==> src/gwm_pkg.sv <==
// Package for the glob wildcard matcher: constants, register indexes and
// the pattern configuration struct. No dependencies.
`default_nettype none

package gwm_pkg;

  // Default and absolute limit on pattern characters
  localparam int PATTERN_MAX_DEF = 16;
  localparam int PATTERN_SLOTS   = 16;

  // Special pattern characters and the string terminator
  localparam logic [7:0] STAR_CHAR = 8'h2A;
  localparam logic [7:0] ANY_CHAR  = 8'h3F;
  localparam logic [7:0] END_CHAR  = 8'h00;

  // Configuration register indexes
  localparam int CFG_IDX_W = 2;
  localparam logic [CFG_IDX_W-1:0] REG_CHARS_LOW  = 2'd0;
  localparam logic [CFG_IDX_W-1:0] REG_CHARS_HIGH = 2'd1;
  localparam logic [CFG_IDX_W-1:0] REG_LENGTH     = 2'd2;

  localparam int CFG_DATA_W = 64;
  localparam int LEN_W      = 5;

  typedef logic [7:0] char_t;

  // Pattern as held in the configuration registers
  typedef struct packed {
    logic [PATTERN_SLOTS-1:0][7:0] chars;
    logic [LEN_W-1:0]              length;
  } gwm_pattern_t;

endpackage

`default_nettype wire

==> src/gwm_if.sv <==
// Valid/ready channel interfaces for the glob matcher: text bytes in,
// match results out, and configuration writes. Depends on gwm_pkg.
`default_nettype none

interface gwm_in_if;
  logic             valid;
  logic             ready;
  gwm_pkg::char_t   text_char;
  modport source (output valid, output text_char, input ready);
  modport sink   (input valid, input text_char, output ready);
endinterface

interface gwm_out_if;
  logic valid;
  logic ready;
  logic matched;
  modport source (output valid, output matched, input ready);
  modport sink   (input valid, input matched, output ready);
endinterface

interface gwm_cfg_if;
  logic                             valid;
  logic                             ready;
  logic [gwm_pkg::CFG_IDX_W-1:0]    reg_index;
  logic [gwm_pkg::CFG_DATA_W-1:0]   wdata;
  modport source (output valid, output reg_index, output wdata, input ready);
  modport sink   (input valid, input reg_index, input wdata, output ready);
endinterface

`default_nettype wire

==> src/gwm_cfg_regs.sv <==
// Configuration register bank of the glob matcher: pattern bytes and length.
// Depends on gwm_pkg and gwm_cfg_if.
`default_nettype none

module gwm_cfg_regs (
  input  wire                   clk,
  input  wire                   rst_n,
  gwm_cfg_if.sink               cfg_chan,
  output gwm_pkg::gwm_pattern_t pattern_o
);
  import gwm_pkg::*;

  logic [CFG_DATA_W-1:0] chars_low_r;
  logic [CFG_DATA_W-1:0] chars_high_r;
  logic [LEN_W-1:0]      length_r;
  logic                  wr_en;

  // Writes are always taken; an unknown index is dropped
  assign cfg_chan.ready = 1'b1;
  assign wr_en          = cfg_chan.valid;

  always_ff @(posedge clk) begin
    if (!rst_n) begin
      chars_low_r  <= '0;
      chars_high_r <= '0;
      length_r     <= '0;
    end else if (wr_en) begin
      case (cfg_chan.reg_index)
        REG_CHARS_LOW:  chars_low_r  <= cfg_chan.wdata;
        REG_CHARS_HIGH: chars_high_r <= cfg_chan.wdata;
        REG_LENGTH:     length_r     <= cfg_chan.wdata[LEN_W-1:0];
        default: begin
        end
      endcase
    end
  end

  // Byte i of the pattern sits in bits 8i+7..8i, low word first
  assign pattern_o.chars  = {chars_high_r, chars_low_r};
  assign pattern_o.length = length_r;

endmodule

`default_nettype wire

==> src/gwm_nfa_step.sv <==
// One step of the bit-parallel glob NFA: star closure, byte transition,
// end-of-string match and rearm. Purely combinational. Depends on gwm_pkg.
`default_nettype none

module gwm_nfa_step #(
  parameter int PATTERN_MAX = gwm_pkg::PATTERN_MAX_DEF
) (
  input  gwm_pkg::gwm_pattern_t  pattern_i,
  input  wire [PATTERN_MAX:0]    active_i,
  input  gwm_pkg::char_t         text_char_i,
  output logic [PATTERN_MAX:0]   active_nxt,
  output logic                   matched_o
);
  import gwm_pkg::*;

  localparam int VW     = PATTERN_MAX + 1;
  localparam int LW     = $clog2(VW);
  localparam int LEVELS = $clog2(VW);

  logic [LW-1:0]          eff_len;
  logic [PATTERN_MAX-1:0] star;
  logic [PATTERN_MAX-1:0] hit;
  logic [VW-1:0]          len_mask;
  logic [VW-1:0]          cur_v;
  logic [VW-1:0]          step_v;

  // Star closure as a log-depth prefix: bit j+1 picks up bit j through a star
  function automatic logic [VW-1:0] star_close(input logic [VW-1:0]          v,
                                               input logic [PATTERN_MAX-1:0] st,
                                               input logic [VW-1:0]          msk);
    logic [VW-1:0] g;
    logic [VW-1:0] p;
    logic [VW-1:0] g_n;
    logic [VW-1:0] p_n;
    int            d;
    g = v;
    p = {st, 1'b0};
    for (int lvl = 0; lvl < LEVELS; lvl++) begin
      d = 1 << lvl;
      for (int j = 0; j < VW; j++) begin
        if (j >= d) begin
          g_n[j] = g[j] | (p[j] & g[j-d]);
          p_n[j] = p[j] & p[j-d];
        end else begin
          g_n[j] = g[j];
          p_n[j] = 1'b0;
        end
      end
      g = g_n;
      p = p_n;
    end
    return g & msk;
  endfunction

  // Length clamped to the parameter, per-position star and byte match
  always_comb begin
    if (pattern_i.length > LEN_W'(PATTERN_MAX)) begin
      eff_len = LW'(PATTERN_MAX);
    end else begin
      eff_len = pattern_i.length[LW-1:0];
    end
    for (int i = 0; i < PATTERN_MAX; i++) begin
      star[i] = (pattern_i.chars[i] == STAR_CHAR) && (i < int'(eff_len));
      hit[i]  = !star[i] && (i < int'(eff_len)) &&
                ((pattern_i.chars[i] == ANY_CHAR) || (pattern_i.chars[i] == text_char_i));
    end
    for (int j = 0; j < VW; j++) begin
      len_mask[j] = (j <= int'(eff_len));
    end
  end

  // Transition on one byte: stars hold, matches advance
  always_comb begin
    cur_v  = star_close(active_i, star, len_mask);
    step_v = '0;
    for (int i = 0; i < PATTERN_MAX; i++) begin
      step_v[i]   = step_v[i] | (cur_v[i] & star[i]);
      step_v[i+1] = cur_v[i] & hit[i];
    end
    matched_o = cur_v[eff_len];
    if (text_char_i == END_CHAR) begin
      active_nxt = star_close(VW'(1), star, len_mask);
    end else begin
      active_nxt = star_close(step_v, star, len_mask);
    end
  end

endmodule

`default_nettype wire

==> src/wildcard_glob_match_top.sv <==
// Glob wildcard matcher, top level: input register, NFA step, position and result
// registers. Depends on gwm_pkg, gwm_if, gwm_cfg_regs and gwm_nfa_step.
// Throughput: one text byte per cycle through the single NFA step; an end-of-string
// byte waits in the input register only while the previous result is still unread.
// An end-of-string byte moves from the input register through the NFA step into the result register.
// Reset (rst_n, synchronous, active low): pattern cleared, channels emptied, position 0.
`default_nettype none

module wildcard_glob_match_top #(
  parameter int PATTERN_MAX = gwm_pkg::PATTERN_MAX_DEF
) (
  input  wire         clk,
  input  wire         rst_n,
  gwm_in_if.sink      in_chan,
  gwm_out_if.source   out_chan,
  gwm_cfg_if.sink     cfg_chan
);
  import gwm_pkg::*;

  localparam int VW = PATTERN_MAX + 1;

  gwm_pattern_t  pattern;
  logic          s1_valid_r;
  char_t         s1_char_r;
  logic [VW-1:0] active_r;
  logic [VW-1:0] active_nxt;
  logic          matched_nxt;
  logic          out_valid_r;
  logic          matched_r;
  logic          s1_end;
  logic          s1_adv;
  logic          in_acc;

  gwm_cfg_regs u_cfg (
    .clk       (clk),
    .rst_n     (rst_n),
    .cfg_chan  (cfg_chan),
    .pattern_o (pattern)
  );

  gwm_nfa_step #(
    .PATTERN_MAX (PATTERN_MAX)
  ) u_step (
    .pattern_i   (pattern),
    .active_i    (active_r),
    .text_char_i (s1_char_r),
    .active_nxt  (active_nxt),
    .matched_o   (matched_nxt)
  );

  // Held byte moves on unless it ends a string and the result slot is full
  assign s1_end        = (s1_char_r == END_CHAR);
  assign s1_adv        = s1_valid_r && (!s1_end || !out_valid_r || out_chan.ready);
  assign in_chan.ready = !s1_valid_r || s1_adv;
  assign in_acc        = in_chan.valid && in_chan.ready;

  // Control state
  always_ff @(posedge clk) begin
    if (!rst_n) begin
      s1_valid_r  <= 1'b0;
      out_valid_r <= 1'b0;
      active_r    <= VW'(1);
    end else begin
      if (in_acc) begin
        s1_valid_r <= 1'b1;
      end else if (s1_adv) begin
        s1_valid_r <= 1'b0;
      end
      if (s1_adv && s1_end) begin
        out_valid_r <= 1'b1;
      end else if (out_chan.ready) begin
        out_valid_r <= 1'b0;
      end
      if (s1_adv) begin
        active_r <= active_nxt;
      end
    end
  end

  // Payload registers
  always_ff @(posedge clk) begin
    if (in_acc) begin
      s1_char_r <= in_chan.text_char;
    end
    if (s1_adv && s1_end) begin
      matched_r <= matched_nxt;
    end
  end

  assign out_chan.valid   = out_valid_r;
  assign out_chan.matched = matched_r;

  // A finished string always lands in the result register
  a_end_gives_result: assert property (@(posedge clk) disable iff (!rst_n)
    (s1_adv && s1_end) |=> out_valid_r)
    else $error("end of string did not produce a result");

  // A stalled result is never overwritten by the next string
  a_no_overwrite: assert property (@(posedge clk) disable iff (!rst_n)
    (out_valid_r && !out_chan.ready) |-> !(s1_adv && s1_end))
    else $error("pending result overwritten");

  // Rearm always leaves position zero active
  a_rearm_pos0: assert property (@(posedge clk) disable iff (!rst_n)
    (s1_adv && s1_end) |=> active_r[0])
    else $error("position zero not active after rearm");

  // Backpressure only while a byte is held
  a_stall_needs_item: assert property (@(posedge clk) disable iff (!rst_n)
    !in_chan.ready |-> s1_valid_r)
    else $error("input stalled with empty input register");

endmodule

`default_nettype wire
==> src/flat_wrapper.sv <==
// flat-port wrapper written by rule: the top's interface ports become plain ports
module wildcard_glob_match_top_flat import gwm_pkg::*;
#(
  parameter int PATTERN_MAX = gwm_pkg::PATTERN_MAX_DEF
)
  (clk, rst_n, in_chan_valid, in_chan_text_char, in_chan_ready, out_chan_valid, out_chan_matched, out_chan_ready, cfg_chan_valid, cfg_chan_reg_index, cfg_chan_wdata, cfg_chan_ready);
  gwm_in_if in_chan_i ();
  gwm_out_if out_chan_i ();
  gwm_cfg_if cfg_chan_i ();
  input  wire clk;
  input  wire rst_n;
  input wire logic [$bits(in_chan_i.valid)-1:0] in_chan_valid;
  input wire logic [$bits(in_chan_i.text_char)-1:0] in_chan_text_char;
  output wire logic [$bits(in_chan_i.ready)-1:0] in_chan_ready;
  output wire logic [$bits(out_chan_i.valid)-1:0] out_chan_valid;
  output wire logic [$bits(out_chan_i.matched)-1:0] out_chan_matched;
  input wire logic [$bits(out_chan_i.ready)-1:0] out_chan_ready;
  input wire logic [$bits(cfg_chan_i.valid)-1:0] cfg_chan_valid;
  input wire logic [$bits(cfg_chan_i.reg_index)-1:0] cfg_chan_reg_index;
  input wire logic [$bits(cfg_chan_i.wdata)-1:0] cfg_chan_wdata;
  output wire logic [$bits(cfg_chan_i.ready)-1:0] cfg_chan_ready;
  assign in_chan_i.valid = in_chan_valid;
  assign in_chan_i.text_char = in_chan_text_char;
  assign in_chan_ready = in_chan_i.ready;
  assign out_chan_valid = out_chan_i.valid;
  assign out_chan_matched = out_chan_i.matched;
  assign out_chan_i.ready = out_chan_ready;
  assign cfg_chan_i.valid = cfg_chan_valid;
  assign cfg_chan_i.reg_index = cfg_chan_reg_index;
  assign cfg_chan_i.wdata = cfg_chan_wdata;
  assign cfg_chan_ready = cfg_chan_i.ready;
  wildcard_glob_match_top #(.PATTERN_MAX(PATTERN_MAX)) u_core (.clk(clk), .rst_n(rst_n), .in_chan(in_chan_i), .out_chan(out_chan_i), .cfg_chan(cfg_chan_i));
endmodule
==> config.mk <==
export PLATFORM = sky130hd
export DESIGN_NAME = wildcard_glob_match_top_flat
export DESIGN_NICKNAME = d
export VERILOG_FILES = /design/src/gwm_pkg.sv /design/src/gwm_if.sv /design/src/gwm_cfg_regs.sv /design/src/gwm_nfa_step.sv /design/src/wildcard_glob_match_top.sv /design/src/flat_wrapper.sv
export SDC_FILE = /design/constraint.sdc
export NUM_CORES = 1
export LEC_CHECK = 0
export BUFFER_PORTS_ARGS = -buffer_cell sky130_fd_sc_hd__buf_2
export CORE_UTILIZATION = 45
export DETAILED_ROUTE_END_ITERATION = 10
export REMOVE_ABC_BUFFERS = 1
export SYNTH_ARGS = -nofsm -noshare
export SYNTH_HDL_FRONTEND = slang
export SYNTH_SLANG_ARGS = --single-unit
==> constraint.sdc <==
create_clock -name clk -period 3.9 [get_ports clk]
set_input_delay 0 -clock clk [delete_from_list [all_inputs] [get_ports clk]]
set_output_delay 0 -clock clk [all_outputs]
set_load 0.02 [all_outputs]
# After elaboration in Yosys (flattened, before gate mapping)
# Cells that the tools add are included.
[classes]
magnitude_cmp = 34
eq_ne = 50
muxes = 210
bitwise_logic = 426
n_reduce_logical = 96
[ops]
columns = ["operator", "n"]
rows = [
  ["AND 1 bit", 262],
  ["equality test 8 x 6 -> 1 bit, second input constant", 32],
  ["two-way mux 1 bit", 207],
  ["OR 1 bit", 161],
  ["equality test 8 bit", 16],
  ["AND 17 bit", 3],
  ["logical AND 1 bit", 51],
  ["less-or-equal comparator 4 x 5 -> 1 bit, first input constant", 8],
  ["< comparator 4 x 5 -> 1 bit, first input constant", 8],
  ["less-or-equal comparator 3 x 5 -> 1 bit, first input constant", 4],
  ["< comparator 3 x 5 -> 1 bit, first input constant", 4],
  ["zero test 1 bit", 19],
  ["logical OR 1 bit", 19],
  ["two-way mux 17 bit", 1],
  ["less-or-equal comparator 2 x 5 -> 1 bit, first input constant", 2],
  ["< comparator 1 x 5 -> 1 bit, first input constant", 2],
  ["< comparator 2 x 5 -> 1 bit, first input constant", 2],
  ["zero test 8 bit", 1],
  ["< comparator 5 x 6 -> 1 bit, second input constant", 1],
  ["AND reduction 2 bit", 3],
  ["binary-select mux 1 bit (select 5 bit)", 1],
  ["greater-than comparator 5 bit, second input constant", 1],
  ["less-or-equal comparator 1 x 5 -> 1 bit, first input constant", 1],
  ["less-or-equal comparator 5 bit, first input constant", 1],
  ["other kinds (5)", 6],
]
[totals]
regBits = 161
input_bits = 79
output_inout_bits = 4
word_cells = 824

# Depth between registers and ports, before layout
[depth]
word_depth = 32
depth_mapped = 12
depth_no_buf = 10

# Modules after synthesis
# Synthesis repeated with hierarchy kept, for this count alone.
[hier_totals]
cells_unflattened = 1318
hier_area_um2 = 10756.6
[modules_own_cells]
columns = ["mod", "instances", "cells_each", "area_per_inst_um2", "seq_area_each_um2"]
rows = [
  ["gwm_cfg_regs", 1, 504, 5024.8, 2662.6],
  ["gwm_nfa_step", 1, 638, 4255.3, 0.0],
  ["wildcard_glob_match_top", 1, 176, 1476.4, 650.6],
]

# Worst setup path after synthesis
# No wires, ideal clock.
[synth_path]
kind = "flip-flop to flip-flop"
from = "register u_core.u_cfg.length_r[2]"
to = "register u_core.active_r[15]"
setup_ns = 0.121
arrival_ns = 2.957
required_time_ns = 3.779
setup_slack_ns = 0.821
stages_incl_launch_ff = 12
n_path_buf = 1
synth_period_minus_slack_ns = 3.079
path_cell_list = "dfxtp_1 buf_6 or4_4 o21ai_4 o21bai_2 a311o_4 a31o_2 a311o_1 or2_1 a2111o_1 a211oi_2 nor3_1"
[synth_via]
elab_chain_cells = 27
word_cells_on_any_way = 373
[synth_lines]
columns = ["item", "line_no", "source"]
rows = [
  ["start: declaration", "gwm_cfg_regs.sv:15", "logic [LEN_W-1:0] length_r;"],
  ["start signal: assignment", "gwm_cfg_regs.sv:31", "REG_LENGTH: length_r <= cfg_chan.wdata[LEN_W-1:0];"],
  ["greater-than comparator 5 bit", "gwm_nfa_step.sv:57", "if (pattern_i.length > LEN_W'(PATTERN_MAX)) begin"],
  ["two-way mux 5 bit *", "gwm_nfa_step.sv:57", ""],
  ["< comparator 1 x 5 -> 1 bit", "gwm_nfa_step.sv:63, gwm_nfa_step.sv:64", ""],
  ["logical AND 1 bit", "gwm_nfa_step.sv:63", "star[i] = (pattern_i.chars[i] == STAR_CHAR) && (i < int'(eff_len));"],
  ["AND 1 bit", "gwm_nfa_step.sv:42", "g_n[j] = g[j] | (p[j] & g[j-d]);"],
  ["OR 1 bit", "gwm_nfa_step.sv:42", ""],
  ["AND 1 bit", "gwm_nfa_step.sv:42", ""],
  ["OR 1 bit", "gwm_nfa_step.sv:42", ""],
  ["(+11 left out)", "n/a", ""],
  ["two-way mux 1 bit", "gwm_nfa_step.sv:81", "if (text_char_i == END_CHAR) begin"],
  ["AND 1 bit", "gwm_nfa_step.sv:42", ""],
  ["OR 1 bit", "gwm_nfa_step.sv:42", ""],
  ["two-way mux 1 bit", "gwm_nfa_step.sv:81", ""],
  ["OR 1 bit", "gwm_nfa_step.sv:42", ""],
  ["two-way mux 1 bit", "gwm_nfa_step.sv:81", ""],
  ["AND 17 bit", "gwm_nfa_step.sv:52", "return g & msk;"],
  ["two-way mux 17 bit *", "gwm_nfa_step.sv:81", ""],
  ["end signal: assignment", "wildcard_glob_match_top.sv:75", "active_r <= active_nxt;"],
  ["end: declaration", "wildcard_glob_match_top.sv:25", "logic [VW-1:0] active_r;"],
]
# Every way passes the cells marked *; elsewhere a longest branch is shown, timed or not. The select of a mux whose other input is x is not followed.
# A chain may end at the register's enable or synchronous reset.

# Final worst setup path
[layout_path]
from = "register u_core.u_cfg.length_r[2]"
to = "register u_core.matched_r (netlist: u_core.out_chan.matched), data pin"
[layout_via]
elab_chain_cells = 16
word_cells_on_any_way = 199
[layout_lines]
columns = ["item", "line_no", "source"]
rows = [
  ["greater-than comparator 5 bit", "gwm_nfa_step.sv:57", ""],
  ["two-way mux 5 bit *", "gwm_nfa_step.sv:57", ""],
  ["< comparator 1 x 5 -> 1 bit", "gwm_nfa_step.sv:63", ""],
  ["logical AND 1 bit", "gwm_nfa_step.sv:63", ""],
  ["AND 1 bit", "gwm_nfa_step.sv:42", ""],
  ["OR 1 bit", "gwm_nfa_step.sv:42", ""],
  ["AND 1 bit", "gwm_nfa_step.sv:42", ""],
  ["OR 1 bit", "gwm_nfa_step.sv:42", ""],
  ["AND 1 bit", "gwm_nfa_step.sv:42", ""],
  ["OR 1 bit", "gwm_nfa_step.sv:42", ""],
  ["AND 1 bit", "gwm_nfa_step.sv:42", ""],
  ["OR 1 bit (2 in series)", "gwm_nfa_step.sv:42", ""],
  ["AND 17 bit", "gwm_nfa_step.sv:52", ""],
  ["binary-select mux 1 bit (select 5 bit) *", "gwm_nfa_step.sv:80", "matched_o = cur_v[eff_len];"],
  ["two-way mux 1 bit (not written as such) *", "gwm_nfa_step.sv:80", ""],
  ["via u_core.matched_nxt", "wildcard_glob_match_top.sv:27", "logic matched_nxt;"],
  ["end signal: assignment", "wildcard_glob_match_top.sv:86", "matched_r <= matched_nxt;"],
  ["end: declaration", "wildcard_glob_match_top.sv:29", "logic matched_r;"],
]
# Mark *: on every way through the listed nets, which the timed path passes. The rest lies on a longest branch. The select of a mux whose other input is x is not followed.

==> results.sh <==
export IMPL_synth_edf_count=9
export IMPL_rr_startpoint="u_core.u_cfg.length_r[2]$_SDFFE_PN0P_"
export IMPL_cts_setup_buffers=0
export IMPL_nFillCells=2090
export IMPL_synth_area_leaders="dfxtp_1 31%, nand2_1 13%, xnor2_1 11%"
export IMPL_drt_total_wl_um=34160
export IMPL_maxUsedRoutingLayer="met4"
export IMPL_reg2reg_setup_slack_ps=280
export IMPL_met1_length_um=15290
export IMPL_start_kind="flop"
export IMPL_post_drt_wl_per_cell_um=19.41
export IMPL_cts_root_buf="clkbuf_16"
export IMPL_fin_crit_sh_pct=92.86
export IMPL_power_density_nw_per_um2=329.3
export IMPL_areaGrowthSynthToFinish_pct=21.44
export IMPL_yosysSeqAreaShare_pct=33.85
export IMPL_hold_viol_final=0
export IMPL_synth_top_area_share_pct=31.09
export IMPL_crit_arrival_ps=3790
export IMPL_die_area_um2=22340
export IMPL_grt_pass1_wl_um=53050
export IMPL_drt_iter0_drc=660
export IMPL_coreArea_um2=21150
export IMPL_antenna_found_initial=0
export IMPL_numCtsBuffers=17
export IMPL_dp_hpwl_um=23950
export IMPL_p_int_w=0.002793
export IMPL_io_buffers=81
export IMPL_yosysWarnings=0
export IMPL_die_width_um=149.5
export IMPL_dp_slack_ps=380.8
export IMPL_yosys_register_bits=161
export IMPL_clk_pin_slew_worst_paths_ps=70
export IMPL_firstDrtPassIters=6
export IMPL_avgSynthCellArea_um2=7.359
export IMPL_async_flop_share_pct=0
export IMPL_initial_core_util_pct=46.26
export IMPL_clock_latency_ps=440
export IMPL_reg2reg_to="u_core.out_chan.matched$_DFFE_PP_"
export IMPL_synth_top_cell_by_area="dfxtp_1"
export IMPL_ys_types=85
export IMPL_slew_violations=0
export IMPL_ant_nets=0
export IMPL_r2r_cells=10
export IMPL_met3WireLength_um=2139
export IMPL_drive_above_1_share_pct=13.33
export IMPL_maxCapViolations=0
export IMPL_grt_use_total_pct=31.07
export IMPL_clockPowerShare_pct=40.3
export IMPL_vias_per_cell=5.831
export IMPL_drc=0
export IMPL_p_seq_share_pct=45.7
export IMPL_num_vias=10260
export IMPL_rows=53
export IMPL_setup_viol=0
export IMPL_power_frac_comb_pct=14.1
export IMPL_fmax_mhz=276.1
export IMPL_p_switching_w=0.001121
export IMPL_pin_count=83
export IMPL_min_path_type="primary input to flop"
export IMPL_globalRouteOverflowTotal=0
export IMPL_skew_ps=12.13
export IMPL_crit_type="flop to flop"
export IMPL_n_antenna_cell=0
export IMPL_ctsHtreeMaxLevel=4
export IMPL_synth_flop_cell="dfxtp_1"
export IMPL_tightestPinTransition_ps=1151
export IMPL_finalWeightedCongestion=0.9711
export IMPL_postSynthCellCount=1330
export IMPL_cts_sinks=161
export IMPL_cp_end_kind="flop"
export IMPL_swShare_pct=28.63
export IMPL_dieHeight_um=149.5
export IMPL_nets=1551
export IMPL_grt_max_degree=107
export IMPL_rsz0062_at_grt="false"
export IMPL_worst_slack_ps=278.6
export IMPL_vdd_drop_max_uv=262.9
export IMPL_p_leak_nw=4.131
export IMPL_period_needed_ps=3621
export IMPL_maxSlewHeadroom_pct=23.27
export IMPL_tritoncts="built"
export IMPL_cts_buffer_depth=2
export IMPL_wl_met2_um=15370
export IMPL_outcome="finished, final reports clean"
export IMPL_cp_max_fo=20
export IMPL_tns_ps=0
export IMPL_worstSetupEndpoint="u_core.out_chan.matched$_DFFE_PP_"
export IMPL_first_global_vias=9679
export IMPL_syn_area_um2=9787
export IMPL_crit_required_ps=4070
export IMPL_cp_startpoint="u_core.u_cfg.length_r[2]$_SDFFE_PN0P_"
==> state kept, by name, summed over array words and instances, names as in the netlist <==
register and count:
u_core.u_cfg.length_r 5, u_core.out_chan.valid 1, u_core.s1_valid_r 1, u_core.u_cfg.chars_high_r 64, u_core.u_cfg.chars_low_r 64, u_core.out_chan.matched 1
u_core.active_r 17, u_core.s1_char_r 8
==> power by group through the flow <==
stage               sequential, W  combinational (W)  clock (W)
finish                    0.00179           0.000550    0.00158
global route              0.00179           0.000601    0.00166
CTS                       0.00179           0.000549    0.00160
detailed placement        0.00182           0.000489          0
global placement          0.00182           0.000486          0
floorplan                 0.00184           0.000270          0
==> through the flow <==
stage | instances | power (W) | hold WS [ps] | util [%] | instance area, µm²
floorplan | 1250 | 0.002107 | 71.83 | - | 9470
global placement | 1652 | 0.002308 | 176.8 | 50.04 | 10590
detailed placement | 1652 | 0.002312 | 178.9 | 50.04 | 10590
CTS | 1760 | 0.003935 | 212.2 | 56.16 | 11880
global route | 1760 | 0.004059 | 256.9 | 56.18 | 11890
finish | 1760 | 0.003914 | 225.6 | 56.18 | 11890
==> worst min-delay path by stage <==
stage | depth (start not counted) | start | slack, ps | end
after floorplan | 1 | rst_n | 70 | u_core.active_r[0]$_SDFFE_PN1P_
after global placement | 1 | in_chan_text_char[6] | 180 | u_core.s1_char_r[6]$_DFFE_PP_
after detailed placement | 1 | in_chan_text_char[4] | 180 | u_core.s1_char_r[4]$_DFFE_PP_
after CTS | 4 | cfg_chan_reg_index[1] | 210 | u_core.u_cfg.length_r[3]$_SDFFE_PN0P_
after global routing | 4 | cfg_chan_reg_index[1] | 260 | u_core.u_cfg.length_r[3]$_SDFFE_PN0P_
final | 4 | cfg_chan_reg_index[1] | 230 | u_core.u_cfg.length_r[3]$_SDFFE_PN0P_
==> critical path: stages, from the launching register on <==
cell	delay, ps
dfxtp_1	580
nor4_1	540
o41ai_1	170
o2111a_1	190
o211ai_1	510
nand2_1	210
a311oi_1	360
o21bai_1	240
o221ai_1	160
nor4bb_1	270
o221ai_1	130
==> synthesized netlist by cell type, types with 8 or more instances <==
cell type  instances
or3_1              8
nand2_1          328
inv_1             10
xnor2_1          120
and3_1            10
nand4_1           43
a211oi_1          14
nor4_1            17
o211ai_1           8
or2_2             10
and2_1            12
dfxtp_1          152
nand3_1           26
a21o_1            10
clkbuf_1          65
nor3_1            23
nor2_1            82
a21oi_1          180
edfxtp_1           9
buf_1              9
a31oi_1            9
o21ai_0           35
o31ai_1            8
xor2_1             8
==> per-layer routing <==
layer  GRT usage [%]  vias up
met3           5.976       78
met2           49.40      356
met4           14.49        0
met1           40.40     4848
li1                -     4980
met5               0        -
==> cell usage in the layout (no fill, tap or decap), types with 6 or more instances in the layout <==
master / n
nand2_1: 328
a21oi_1: 180
dfxtp_1: 152
xnor2_1: 120
nor2_1: 82
buf_2: 81
dlygate4sd3_1: 76
buf_4: 45
nand4_1: 43
o21ai_0: 35
nand3_1: 26
nor3_1: 23
nor4_1: 17
clkbuf_16: 17
a211oi_1: 13
and2_1: 12
inv_1: 10
or2_2: 10
a21o_1: 10
and3_1: 10
a31oi_1: 9
edfxtp_1: 9
or3_1: 8
o211ai_1: 8
xor2_1: 8
o31ai_1: 8
a311oi_1: 6
mux2i_1: 6
o22ai_1: 6
==> final cells by class <==
| cell class | instances | area, µm² | area share (%) |
|---|---|---|---|
| timing repair buffer | 203 | 1524 | 12.82 |
| sequential | 161 | 3313 | 27.88 |
| clock inverter | 13 | 100.1 | 0.8422 |
| tap | 275 | 344.1 | 2.895 |
| clock buffer | 19 | 432.9 | 3.643 |
| inverter | 11 | 43.79 | 0.3685 |
| multi-input combinational | 1078 | 6127 | 51.55 |
==> kinds of logic after synthesis <==
family,synth area share (%)
AND/OR/NAND/NOR,28.88
AO/OA/AOI/OAI,21.50
flip-flops,33.85
XOR/XNOR,11.45
buffers and inverters,3.656
multiplexers,0.6137
other,0.03832
==> what timing repair did <==
action	in CTS	in global routing
hold endpoints to repair	151	0
setup endpoints to repair	0	2
gates resized for setup	0	1
hold buffers	76	0
Note: power is estimated with default switching activity, not from simulation.
